===== src/efla_pkg.sv =====
// ----------------------------------------------------------------------------
// efla_pkg
// Shared types and codes of the free list heap allocator.
// ----------------------------------------------------------------------------
`default_nettype none

package efla_pkg;

    localparam logic CMD_ALLOC = 1'b0;
    localparam logic CMD_FREE  = 1'b1;

    localparam logic [1:0] STATUS_DONE      = 2'd0;
    localparam logic [1:0] STATUS_IGNORED   = 2'd1;
    localparam logic [1:0] STATUS_NO_MEMORY = 2'd2;

    typedef struct packed {
        logic        command;
        logic [15:0] request_bytes;
        logic [15:0] release_address;
    } efla_req_t;

    typedef struct packed {
        logic [15:0] payload_address;
        logic [15:0] granted_bytes;
        logic [1:0]  status;
    } efla_rsp_t;

endpackage

`default_nettype wire


===== src/efla_ctrl.sv =====
// ----------------------------------------------------------------------------
// efla_ctrl
// Sequencer that walks the free list and performs every read, modify and
// write of the heap store for allocate and free transactions.
// ----------------------------------------------------------------------------
`default_nettype none

module efla_ctrl
    import efla_pkg::*;
#(
    parameter int HEAP_BYTES  = 65536,
    parameter int CHUNK_BYTES = 4096
) (
    input  wire logic                            aclk,
    input  wire logic                            aresetn,
    input  wire logic                            req_valid,
    output logic                                 req_ready,
    input  wire efla_req_t                       req,
    output logic                                 rsp_valid,
    input  wire logic                            rsp_ready,
    output efla_rsp_t                            rsp,
    output logic                                 mem_we,
    output logic      [$clog2(HEAP_BYTES)-4:0]   mem_waddr,
    output logic      [$clog2(HEAP_BYTES)-1:0]   mem_wdata,
    output logic      [$clog2(HEAP_BYTES)-4:0]   mem_raddr,
    input  wire logic [$clog2(HEAP_BYTES)-1:0]   mem_rdata
);

    localparam int AW   = $clog2(HEAP_BYTES);
    localparam int CS   = ((CHUNK_BYTES + 15) / 16) * 16;
    localparam int WALK = HEAP_BYTES / 32 + 1;
    localparam int KW   = $clog2(WALK + 1);
    localparam int CW   = ((AW > 17) ? AW : 17) + 2;
    localparam logic [AW-1:0] CS_A = AW'(CS);
    localparam logic [AW-1:0] EIGHT = AW'(8);
    localparam logic [AW-1:0] SIXTEEN = AW'(16);

    typedef enum logic [5:0] {
        ST_INIT_A, ST_INIT_B, ST_IDLE, ST_RESP,
        ST_FR_RD, ST_FR_CHK, ST_FR_FT,
        ST_FF_START, ST_FF_HDR, ST_FF_CHK, ST_FF_NXT,
        ST_GROW, ST_GR1, ST_GR2,
        ST_MG0, ST_MG1, ST_MG2, ST_MG3, ST_MG4, ST_MG_TAG, ST_MG_FT,
        ST_UL0, ST_UL1, ST_UL2, ST_UL3,
        ST_PUSH, ST_PU_Z, ST_PU_H, ST_PU_L,
        ST_AL_UL, ST_AL_W0, ST_AL_S1, ST_AL_S2, ST_AL_S3, ST_AL_N1
    } state_t;

    typedef enum logic [1:0] {CTX_INIT, CTX_ALLOC, CTX_FREE} ctx_t;

    state_t          state_reg, state_next;
    ctx_t            ctx_reg, ctx_next;
    logic            ul_alloc_reg, ul_alloc_next;
    logic            pend_reg, pend_next;
    logic            pu_alloc_reg, pu_alloc_next;
    logic            pa_reg, pa_next;
    logic            na_reg, na_next;
    logic [16:0]     need_reg, need_next;
    logic [15:0]     addr_reg, addr_next;
    logic [AW-1:0]   head_reg, head_next;
    logic [AW:0]     top_reg, top_next;
    logic [AW-1:0]   blk_reg, blk_next;
    logic [AW-1:0]   cur_reg, cur_next;
    logic [AW-1:0]   size_reg, size_next;
    logic [AW-1:0]   nb_reg, nb_next;
    logic [AW-1:0]   pb_reg, pb_next;
    logic [AW-1:0]   nsz_reg, nsz_next;
    logic [AW-1:0]   p_reg, p_next;
    logic [AW-1:0]   n_reg, n_next;
    logic [AW-1:0]   ulb_reg, ulb_next;
    logic [KW-1:0]   k_reg, k_next;
    efla_rsp_t       rsp_reg, rsp_next;

    logic [AW-1:0]   rd_byte, wr_byte;
    logic [AW-1:0]   rd_size;
    logic [AW-1:0]   rem;
    logic [CW-1:0]   fr_end;
    logic [CW-1:0]   gr_end;

    assign mem_raddr = rd_byte[AW-1:3];
    assign mem_waddr = wr_byte[AW-1:3];
    assign rd_size   = {mem_rdata[AW-1:4], 4'b0000};
    assign rem       = size_reg - AW'(need_reg);
    assign fr_end    = CW'(addr_reg) - CW'(8) + CW'(rd_size) + CW'(8);
    assign gr_end    = CW'(top_reg) + CW'(CS);

    assign req_ready = (state_reg == ST_IDLE);
    assign rsp_valid = (state_reg == ST_RESP);
    assign rsp       = rsp_reg;

    always_comb begin
        state_next    = state_reg;
        ctx_next      = ctx_reg;
        ul_alloc_next = ul_alloc_reg;
        pend_next     = pend_reg;
        pu_alloc_next = pu_alloc_reg;
        pa_next       = pa_reg;
        na_next       = na_reg;
        need_next     = need_reg;
        addr_next     = addr_reg;
        head_next     = head_reg;
        top_next      = top_reg;
        blk_next      = blk_reg;
        cur_next      = cur_reg;
        size_next     = size_reg;
        nb_next       = nb_reg;
        pb_next       = pb_reg;
        nsz_next      = nsz_reg;
        p_next        = p_reg;
        n_next        = n_reg;
        ulb_next      = ulb_reg;
        k_next        = k_reg;
        rsp_next      = rsp_reg;
        rd_byte       = '0;
        wr_byte       = '0;
        mem_we        = 1'b0;
        mem_wdata     = '0;

        unique case (state_reg)
            ST_INIT_A: begin
                mem_we     = 1'b1;
                wr_byte    = '0;
                mem_wdata  = AW'(1);
                state_next = ST_INIT_B;
            end
            ST_INIT_B: begin
                mem_we     = 1'b1;
                wr_byte    = EIGHT;
                mem_wdata  = AW'(1);
                top_next   = (AW+1)'(16);
                head_next  = '0;
                ctx_next   = CTX_INIT;
                state_next = ST_GROW;
            end
            ST_IDLE: begin
                if (req_valid) begin
                    rsp_next  = '{payload_address: 16'd0, granted_bytes: 16'd0,
                                  status: STATUS_DONE};
                    addr_next = req.release_address;
                    need_next = (req.request_bytes <= 16'd16) ? 17'd32 :
                                ((17'(req.request_bytes) + 17'd31) & ~17'h0000F);
                    if (req.command == CMD_ALLOC) begin
                        if (req.request_bytes == 16'd0) begin
                            rsp_next.status = STATUS_IGNORED;
                            state_next      = ST_RESP;
                        end else begin
                            ctx_next   = CTX_ALLOC;
                            state_next = ST_FF_START;
                        end
                    end else begin
                        if (req.release_address == 16'd0 ||
                            req.release_address[3:0] != 4'd0) begin
                            rsp_next.status = STATUS_IGNORED;
                            state_next      = ST_RESP;
                        end else begin
                            blk_next   = AW'(req.release_address) - EIGHT;
                            state_next = ST_FR_RD;
                        end
                    end
                end
            end
            ST_RESP: begin
                if (rsp_ready) begin
                    state_next = ST_IDLE;
                end
            end
            ST_FR_RD: begin
                rd_byte    = blk_reg;
                state_next = ST_FR_CHK;
            end
            ST_FR_CHK: begin
                if (!mem_rdata[0] || rd_size < AW'(32) || fr_end > CW'(top_reg)) begin
                    rsp_next.status = STATUS_IGNORED;
                    state_next      = ST_RESP;
                end else begin
                    size_next  = rd_size;
                    mem_we     = 1'b1;
                    wr_byte    = blk_reg;
                    mem_wdata  = rd_size;
                    state_next = ST_FR_FT;
                end
            end
            ST_FR_FT: begin
                mem_we     = 1'b1;
                wr_byte    = blk_reg + size_reg - EIGHT;
                mem_wdata  = size_reg;
                ctx_next   = CTX_FREE;
                state_next = ST_MG0;
            end
            ST_FF_START: begin
                cur_next   = head_reg;
                k_next     = '0;
                state_next = ST_FF_HDR;
            end
            ST_FF_HDR: begin
                if (k_reg == KW'(WALK) || cur_reg == '0) begin
                    state_next = ST_GROW;
                end else begin
                    rd_byte    = cur_reg;
                    k_next     = k_reg + KW'(1);
                    state_next = ST_FF_CHK;
                end
            end
            ST_FF_CHK: begin
                if (CW'(need_reg) <= CW'(rd_size)) begin
                    blk_next   = cur_reg;
                    size_next  = rd_size;
                    state_next = ST_AL_UL;
                end else begin
                    rd_byte    = cur_reg + SIXTEEN;
                    state_next = ST_FF_NXT;
                end
            end
            ST_FF_NXT: begin
                cur_next   = mem_rdata;
                state_next = ST_FF_HDR;
            end
            ST_GROW: begin
                if (gr_end > CW'(HEAP_BYTES)) begin
                    unique case (ctx_reg)
                        CTX_ALLOC: begin
                            rsp_next.status = STATUS_NO_MEMORY;
                            state_next      = ST_RESP;
                        end
                        CTX_INIT: state_next = ST_IDLE;
                        CTX_FREE: state_next = ST_IDLE;
                    endcase
                end else begin
                    blk_next   = AW'(top_reg) - EIGHT;
                    mem_we     = 1'b1;
                    wr_byte    = AW'(top_reg) - EIGHT;
                    mem_wdata  = CS_A;
                    state_next = ST_GR1;
                end
            end
            ST_GR1: begin
                mem_we     = 1'b1;
                wr_byte    = blk_reg + CS_A - EIGHT;
                mem_wdata  = CS_A;
                state_next = ST_GR2;
            end
            ST_GR2: begin
                mem_we     = 1'b1;
                wr_byte    = blk_reg + CS_A;
                mem_wdata  = AW'(1);
                top_next   = top_reg + (AW+1)'(CS);
                state_next = ST_MG0;
            end
            ST_MG0: begin
                rd_byte    = blk_reg - EIGHT;
                state_next = ST_MG1;
            end
            ST_MG1: begin
                pa_next    = mem_rdata[0];
                pb_next    = blk_reg - rd_size;
                rd_byte    = blk_reg;
                state_next = ST_MG2;
            end
            ST_MG2: begin
                size_next  = rd_size;
                nb_next    = blk_reg + rd_size;
                rd_byte    = blk_reg + rd_size;
                state_next = ST_MG3;
            end
            ST_MG3: begin
                na_next    = mem_rdata[0];
                nsz_next   = rd_size;
                rd_byte    = pb_reg;
                state_next = ST_MG4;
            end
            ST_MG4: begin
                ul_alloc_next = 1'b0;
                priority if (!pa_reg && !na_reg) begin
                    size_next  = size_reg + nsz_reg + rd_size;
                    blk_next   = pb_reg;
                    ulb_next   = pb_reg;
                    pend_next  = 1'b1;
                    state_next = ST_UL0;
                end else if (!pa_reg) begin
                    size_next  = size_reg + rd_size;
                    blk_next   = pb_reg;
                    ulb_next   = pb_reg;
                    pend_next  = 1'b0;
                    state_next = ST_UL0;
                end else if (!na_reg) begin
                    size_next  = size_reg + nsz_reg;
                    ulb_next   = nb_reg;
                    pend_next  = 1'b0;
                    state_next = ST_UL0;
                end else begin
                    state_next = ST_MG_TAG;
                end
            end
            ST_MG_TAG: begin
                mem_we     = 1'b1;
                wr_byte    = blk_reg;
                mem_wdata  = size_reg;
                state_next = ST_MG_FT;
            end
            ST_MG_FT: begin
                mem_we        = 1'b1;
                wr_byte       = blk_reg + size_reg - EIGHT;
                mem_wdata     = size_reg;
                pu_alloc_next = 1'b0;
                state_next    = ST_PUSH;
            end
            ST_UL0: begin
                rd_byte    = ulb_reg + EIGHT;
                state_next = ST_UL1;
            end
            ST_UL1: begin
                p_next     = mem_rdata;
                rd_byte    = ulb_reg + SIXTEEN;
                state_next = ST_UL2;
            end
            ST_UL2: begin
                n_next     = mem_rdata;
                state_next = ST_UL3;
                priority if (head_reg == '0) begin
                    state_next = ST_UL3;
                end else if (p_reg == '0 && mem_rdata == '0) begin
                    head_next = '0;
                end else if (p_reg == '0) begin
                    head_next = mem_rdata;
                    mem_we    = 1'b1;
                    wr_byte   = mem_rdata + EIGHT;
                    mem_wdata = '0;
                end else if (mem_rdata == '0) begin
                    mem_we    = 1'b1;
                    wr_byte   = p_reg + SIXTEEN;
                    mem_wdata = '0;
                end else begin
                    mem_we    = 1'b1;
                    wr_byte   = p_reg + SIXTEEN;
                    mem_wdata = mem_rdata;
                end
                // Only the case with both neighbours linked needs a second write.
                if (head_reg == '0 || p_reg == '0 || mem_rdata == '0) begin
                    if (ul_alloc_reg) begin
                        state_next = ST_AL_W0;
                    end else if (pend_reg) begin
                        ulb_next   = nb_reg;
                        pend_next  = 1'b0;
                        state_next = ST_UL0;
                    end else begin
                        state_next = ST_MG_TAG;
                    end
                end
            end
            ST_UL3: begin
                mem_we    = 1'b1;
                wr_byte   = n_reg + EIGHT;
                mem_wdata = p_reg;
                if (ul_alloc_reg) begin
                    state_next = ST_AL_W0;
                end else if (pend_reg) begin
                    ulb_next   = nb_reg;
                    pend_next  = 1'b0;
                    state_next = ST_UL0;
                end else begin
                    state_next = ST_MG_TAG;
                end
            end
            ST_PUSH: begin
                mem_we = 1'b1;
                if (head_reg == '0) begin
                    wr_byte    = blk_reg + EIGHT;
                    mem_wdata  = '0;
                    state_next = ST_PU_Z;
                end else begin
                    wr_byte    = blk_reg + SIXTEEN;
                    mem_wdata  = head_reg;
                    state_next = ST_PU_H;
                end
            end
            ST_PU_Z, ST_PU_L: begin
                mem_we    = 1'b1;
                wr_byte   = (state_reg == ST_PU_Z) ? blk_reg + SIXTEEN : blk_reg + EIGHT;
                mem_wdata = '0;
                head_next = blk_reg;
                if (pu_alloc_reg) begin
                    state_next = ST_RESP;
                end else begin
                    unique case (ctx_reg)
                        CTX_INIT:  state_next = ST_IDLE;
                        CTX_ALLOC: state_next = ST_FF_START;
                        CTX_FREE:  state_next = ST_RESP;
                    endcase
                end
            end
            ST_PU_H: begin
                mem_we     = 1'b1;
                wr_byte    = head_reg + EIGHT;
                mem_wdata  = blk_reg;
                state_next = ST_PU_L;
            end
            ST_AL_UL: begin
                ulb_next      = blk_reg;
                ul_alloc_next = 1'b1;
                pend_next     = 1'b0;
                state_next    = ST_UL0;
            end
            ST_AL_W0: begin
                mem_we                   = 1'b1;
                wr_byte                  = blk_reg;
                rsp_next.payload_address = 16'(blk_reg + EIGHT);
                if (rem >= AW'(32)) begin
                    mem_wdata              = AW'(need_reg) | AW'(1);
                    rsp_next.granted_bytes = 16'(need_reg);
                    state_next             = ST_AL_S1;
                end else begin
                    mem_wdata              = size_reg | AW'(1);
                    rsp_next.granted_bytes = 16'(size_reg);
                    state_next             = ST_AL_N1;
                end
            end
            ST_AL_S1: begin
                mem_we     = 1'b1;
                wr_byte    = blk_reg + AW'(need_reg) - EIGHT;
                mem_wdata  = AW'(need_reg) | AW'(1);
                state_next = ST_AL_S2;
            end
            ST_AL_S2: begin
                mem_we     = 1'b1;
                wr_byte    = blk_reg + AW'(need_reg);
                mem_wdata  = rem;
                state_next = ST_AL_S3;
            end
            ST_AL_S3: begin
                mem_we        = 1'b1;
                wr_byte       = blk_reg + size_reg - EIGHT;
                mem_wdata     = rem;
                blk_next      = blk_reg + AW'(need_reg);
                pu_alloc_next = 1'b1;
                state_next    = ST_PUSH;
            end
            ST_AL_N1: begin
                mem_we     = 1'b1;
                wr_byte    = blk_reg + size_reg - EIGHT;
                mem_wdata  = size_reg | AW'(1);
                state_next = ST_RESP;
            end
            default: state_next = ST_IDLE;
        endcase
    end

    always_ff @(posedge aclk) begin
        if (!aresetn) begin
            state_reg    <= ST_INIT_A;
            ctx_reg      <= CTX_INIT;
            ul_alloc_reg <= 1'b0;
            pend_reg     <= 1'b0;
            pu_alloc_reg <= 1'b0;
            head_reg     <= '0;
            top_reg      <= '0;
            k_reg        <= '0;
        end else begin
            state_reg    <= state_next;
            ctx_reg      <= ctx_next;
            ul_alloc_reg <= ul_alloc_next;
            pend_reg     <= pend_next;
            pu_alloc_reg <= pu_alloc_next;
            head_reg     <= head_next;
            top_reg      <= top_next;
            k_reg        <= k_next;
        end
        pa_reg   <= pa_next;
        na_reg   <= na_next;
        need_reg <= need_next;
        addr_reg <= addr_next;
        blk_reg  <= blk_next;
        cur_reg  <= cur_next;
        size_reg <= size_next;
        nb_reg   <= nb_next;
        pb_reg   <= pb_next;
        nsz_reg  <= nsz_next;
        p_reg    <= p_next;
        n_reg    <= n_next;
        ulb_reg  <= ulb_next;
        rsp_reg  <= rsp_next;
    end

endmodule

`default_nettype wire


===== config.mk =====
export PLATFORM = sky130hd
export DESIGN_NAME = efla_ctrl
export DESIGN_NICKNAME = d
export VERILOG_FILES = /design/src/efla_pkg.sv /design/src/efla_ctrl.sv
export SDC_FILE = /design/constraint.sdc
export NUM_CORES = 1
export LEC_CHECK = 0
export ABC_CLOCK_PERIOD_IN_PS = 5900
export BUFFER_PORTS_ARGS = -buffer_cell sky130_fd_sc_hd__buf_2
export CORE_MARGIN = 2
export CORE_UTILIZATION = 53
export CTS_CLUSTER_SIZE = 24
export DETAILED_ROUTE_END_ITERATION = 10
export PLACE_DENSITY_LB_ADDON = 0.1
export SYNTH_ARGS = -nofsm -noshare
export SYNTH_HDL_FRONTEND = slang
export SYNTH_SLANG_ARGS = --single-unit

===== constraint.sdc =====
create_clock -name aclk -period 5.9 [get_ports aclk]
set_input_delay 0.295 -clock aclk [delete_from_list [all_inputs] [get_ports aclk]]
set_output_delay 0.295 -clock aclk [all_outputs]
set_load 0.01 [all_outputs]

## Word level (Yosys, flattened, before mapping)

Cells that the tools add are included.

| storage, ports and cells | value |
|---|---|
| bits in registers | 265 |
| output and inout port bits | 79 |
| logic and storage cells | 268 |

| cells by class | value |
|---|---|
| $add $sub $neg | 31 |
| order comparisons | 6 |
| reduce and logical (&&, ||, !) cells | 54 |
| eq/ne operators | 55 |
| muxes and demuxes | 97 |

Operators by type and width:

| operator | number |
|---|---|
| 2-to-1 mux 16 bit | 38 |
| one-hot mux 16 bit (14 select lines) | 1 |
| one-hot mux 16 bit (13 select lines) | 1 |
| one-hot mux 6 bit (31 select lines) | 1 |
| one-hot mux 16 bit (4 select lines) | 2 |
| one-hot mux 16 bit (8 select lines) | 1 |
| adder 16 bit | 6 |
| == test 6 x 5 -> 1 bit, second input constant | 16 |
| logical NOT 16 bit | 6 |
| subtractor 16 x 4 -> 16 bit, second input constant | 6 |
| adder 16 x 4 -> 16 bit, second input constant | 5 |
| one-hot mux 16 bit (5 select lines) | 1 |
| adder 16 x 5 -> 16 bit, second input constant | 4 |
| one-hot mux 32 bit (2 select lines) | 1 |
| == test 6 x 4 -> 1 bit, second input constant | 8 |
| one-hot mux 16 bit (3 select lines) | 1 |
| 2-to-1 mux 6 bit | 6 |
| 2-to-1 mux 34 bit | 1 |
| one-hot mux 17 bit (2 select lines) | 1 |
| one-hot mux 16 bit (2 select lines) | 1 |
| subtractor 16 bit | 2 |
| inequality test 2 bit, second input constant | 13 |
| == test 6 x 3 -> 1 bit, second input constant | 4 |
| one-hot mux 12 bit (2 select lines) | 1 |
| other kinds (53) | 116 |

## Longest topological paths before layout

| logic depth | value |
|---|---|
| word-level depth | 7 |
| depth in mapped cells | 25 |
| depth with buffers taken out | 23 |

## Worst setup path before layout

No wires, ideal clock.

| path | value |
|---|---|
| path kind | register to register |
| start | register addr_reg[6] |
| end | register size_reg[10], enable pin |
| clock period less this slack | 6.195 ns |
| data required time | 5.488 ns |
| buffers on the path | 0 |
| setup time | 0.412 ns |
| arrival time | 5.783 ns |
| stages on the path, launching flop included | 22 |
| setup slack | -0.295 ns |
| cells stage by stage | edfxtp_1 > or4_1 > or3_1 > nor2_1 > xor2_1 > ha_1 > nand2_1 > nor3_1 > a221oi_1 > o21ai_1 > a21o_1 > a21oi_1 > xor2_1 > ha_1 > a2111oi_0 > a21oi_1 > a2111oi_0 > nand4_1 > o31a_1 > nor2_1 > nor2_1 > nor4_1 |

| between the ends | value |
|---|---|
| word-level cells in the longest chain between the ends | 7 |

Ends and longest elaborated chain:

| what | line | RTL |
|---|---|---|
| from (decl) | efla_ctrl.sv:59 | `logic [15:0] addr_reg, addr_next;` |
| from (signal assigned) | efla_ctrl.sv:470 | `addr_reg <= addr_next;` |
| subtractor 16 x 4 -> 17 bit | efla_ctrl.sv:84 | `assign fr_end = CW'(addr_reg) - CW'(8) + CW'(rd_size) + CW'(8);` |
| adder 17 x 17 -> 18 bit | efla_ctrl.sv:84 |  |
| adder 18 x 5 -> 19 bit | efla_ctrl.sv:84 |  |
| > comparator 19 x 17 -> 1 bit | efla_ctrl.sv:172 | `if (!mem_rdata[0] \|\| rd_size < AW'(32) \|\| fr_end > CW'(top_reg)) begin` |
| logical OR 1 bit | efla_ctrl.sv:172 |  |
| inequality test 2 bit (no line) | -- |  |
| AND reduction 4 bit (no line) | -- |  |
| to (signal assigned) | efla_ctrl.sv:473 | `size_reg <= size_next;` |
| to (decl) | efla_ctrl.sv:64 | `logic [AW-1:0] size_reg, size_next;` |

No other way between the ends.
A chain may end at the register's enable or synchronous reset.

## Final worst setup path

| path | value |
|---|---|
| start | register addr_reg[5] |
| end | output mem_wdata[7] |

| between the ends | value |
|---|---|
| word-level cells in the longest chain between the ends | 7 |

Ends and longest elaborated chain:

| what | line | RTL |
|---|---|---|
| subtractor 16 x 4 -> 17 bit | efla_ctrl.sv:84 |  |
| adder 17 x 17 -> 18 bit | efla_ctrl.sv:84 |  |
| adder 18 x 5 -> 19 bit | efla_ctrl.sv:84 |  |
| > comparator 19 x 17 -> 1 bit | efla_ctrl.sv:172 |  |
| logical OR 1 bit | efla_ctrl.sv:172 |  |
| 2-to-1 mux 16 bit | efla_ctrl.sv:172 |  |
| one-hot mux 16 bit (13 select lines) | efla_ctrl.sv:119 | `unique case (state_reg)` |
| to (decl) | efla_ctrl.sv:24 | `output logic [$clog2(HEAP_BYTES)-1:0] mem_wdata,` |

No other way between the ends.

==> metrics.md <==
| Metric | Value |
|---|---|
| Fin crit period | `between 6 and 7 ns` |
| CP Class | `reg -> out` |
| Top cell type's share of synthesized area | `0.277` |
| GRT overflow | `0` |
| Register-to-Register Path Depth | `23` |
| Primary FF master, synth | `edfxtp_1` |
| FF-to-FF End | `rsp[1]` |
| Buf+Inv Stages, Crit Path | `3` |
| Chip height | `between 200 and 250 um` |
| # IOs | `132` |
| Final setup viols | `26` |
| Dpl hpwl | `around 67000 um` |
| Failing checks | `negative setup slack` |
| CP max stage delay | `around 0.6 ns` |
| FMAX | `162 MHz` |
| Share of layout cells above drive strength 1 | `0.130` |
| Drt wl/cell | `about 29 um` |
| Initial DRC Count | `slightly above 3000` |
| Mean post-synth cell area | `approximately 8.5 um^2` |
| Cell area after layout | `around 23000 um^2` |
| Pwr Total | `about 8.1 mW` |
| Worst skew pair latency | `around 0.59 ns` |
| Routability cong. | `approximately 1.1` |
| Initial antenna violation count | `3` |
| Hold path cells | `2` |
| Most common cell after layout, fill and taps aside | `nand2_1` |
| Hold violation total from the final report | `0` |
| Async SR Flop Fraction | `0` |
| Maximum VDD drop | `around 0.25 mV` |
| Std cell rows | `slightly above 70` |
| Largest delay contributor family on the critical path | `compound AO/OA/AOI/OAI gates` |
| Largest net degree at the start of global routing | `40` |
| CP Data Required Time | `around 5.6 ns` |
| TritonCTS Sinks | `233` |
| CP startpoint kind | `flip-flop` |
| Antenna Violating Nets Remaining | `0` |
| Final Slew Violations | `0` |
| Num CTS Buffers | `28` |
| Syn. warnings | `0` |
| Distinct cells, synth | `92` |
| RSZ-0062 raised after global routing | `yes` |
| EDFF count, synth | `about 190` |
| # nets final | `2759` |
| Fin crit share | `1.05` |
| TritonCTS clock tree | `built` |
| H-tree levels | `1` |
| Slowest-stage cell, CP | `or4_4` |
| Placed insts | `roughly 3000` |
| Area leader, netlist | `edfxtp_1` |
| Critical path peak fanout | `8` |
| Port Buffers | `about 130` |
| Cell leakage power | `9.56 nW` |
| Initial Utilization | `0.539` |
| Die W | `roughly 200 um` |
| Root buf cell | `clkbuf_16` |
| Synth Cell Area | `roughly 20000 um^2` |
| Vias | `approximately 21000` |
| Status | `finished, violations left` |
| Worst Path Arrival | `just under 6 ns` |
| DR pass1 iterations | `10` |
| Final Instance Count excl. Fillers | `~3100` |
| Layout Skew | `between 0.02 and 0.025 ns` |
| Post-Route WL | `between 80000 and 90000 um` |
| Largest register FFs | `30` |
| Clock buffer depth | `3` |
| FF-to-FF Start | `addr_reg[5]` |
| Drt via density | `just under 7` |
| Min-Delay Endpoint | `need_reg[8]` |
| Ranking of synthesized cells by area | `edfxtp_1, ha_1, xnor2_1` |
| Tot GR Track Use | `0.441` |
| First-pass GRT wire length | `about 130000 um` |
| Synth Instances | `2384` |
| CP cell instances | `or4_4 > nor2_4 > xor2_2 > ha_1 > a21o_1 > or3_4 > a221oi_4 > o21ai_2 > a21o_1 > a21oi_2 > xor2_1 > ha_1 > a2111oi_2 > a21oi_1 > a2111oi_2 > nand4_1 > o31a_1 > nor3_2 > buf_6 > buf_6 > or2_4 > a221o_1 > buf_6` |
| Register area share after synthesis | `0.321` |
| Placement Cell Area | `about 22000 um^2` |
| R2R setup slack | `around 0.55 ns` |
| Hold Path Origin | `req[24]` |
| CP Capture Type | `primary output` |
| CP dominant cell by count | `buf_6` |
| Die area | `~40000 um^2` |
| Drt drc | `0` |
| Synth Register Bits | `233` |
| Type of the most critical hold path | `in -> reg` |
| Hold Worst Slack | `about 0.025 ns` |
| Core area | `37800 um^2` |
| Pwr/cell area | `about 350 nW/um^2` |
| Max_cap viols | `0` |
| Rel. slew slack | `0.106` |
| Commonest non-fill, non-tap cells in the layout | `nand2_1, nor2_1, edfxtp_1, ha_1, o21ai_0` |
| Vias in the first global route | `19900` |
| P&R area growth vs syn | `14.8%` |
| Slew @ Worst Pin | `roughly 1.3 ns` |
| CTS clk-pin slew, worst paths | `0.06 ns` |
| PnR worst setup slack | `-0.285 ns` |
==> logic make-up after synthesis <==
group,count (synthesis),share of synthesized area
buf+inv,252,0.0477
other cells,1,0.000184
xor+xnor,198,0.0859
compound gates,703,0.237
flops,233,0.321
fa+ha+maj,167,0.106
mux,23,0.0124
simple gates,807,0.190
==> final cells by class <==
type | instances | area, um^2
clock inverters | 11 | 96.3
flip-flops and latches | 233 | 6550
well taps | 511 | 639
repair buffers | 239 | 1600
inverters | 135 | 507
diodes | 1 | 2.50
clock buffers | 41 | 896
fillers | 3364 | 14400
multi-input cells | 1902 | 13100
==> metrics by stage <==
step / util / setup slack [ns] / setup TNS, ns
floorplan: - / 0.208 / 0
global placement: 0.580 / 0.0476 / 0
detailed placement: 0.580 / -0.152 / -1.86
CTS: 0.617 / -0.313 / -6.91
global route: 0.619 / -0.474 / -11.00
finish: 0.619 / -0.285 / -5.76
==> Yosys cell counts (all sizes together), types with 37 or more instances <==
cell    number
dfxtp       45
clkbuf     104
edfxtp     188
nor3        64
nand3       71
a22oi       54
o21ai      162
ha         159
and3        37
a21oi      141
nor2       216
xor2        76
inv        134
nand2      233
xnor2      121
==> routing by layer <==
layer | wire length (um) | vias up | track usage
li1 | - | 9205 | -
met1 | 32100 | 10000 | 0.556
met2 | 37900 | 1659 | 0.667
met3 | 12400 | 399 | 0.125
met4 | 6640 | 6 | 0.281
met5 | 38 | - | 0
==> report_power, final <==
group / leakage, nW / switching (mW) / internal, mW / total, mW
clock network: 0.491 / 0.763 / 1.10 / 1.86
logic: 6.98 / 2.41 / 1.42 / 3.83
registers: 2.09 / 0.411 / 2.04 / 2.45
==> worst max-delay path by stage <==
stage                               end  slack (ns)   startpoint  cells after the start
after CTS                  mem_wdata[7]       -0.31  addr_reg[5]                     23
after detailed placement   mem_wdata[7]       -0.15  addr_reg[8]                     22
final                      mem_wdata[7]       -0.29  addr_reg[5]                     23
after global placement    mem_waddr[12]        0.05  addr_reg[8]                     23
after floorplan            size_reg[10]        0.21  addr_reg[6]                     21
after global routing       mem_waddr[1]       -0.47  addr_reg[5]                     23
==> repair_timing <==
action	in CTS	in global routing
gates resized for setup	31	18
hold buffers	19	0
buffers inserted	4	2
hold endpoints to repair	19	0
pin swaps	39	9
gates cloned	1	0
setup endpoints to repair	26	40
No activity file was read; power rests on OpenSTA's default activity.
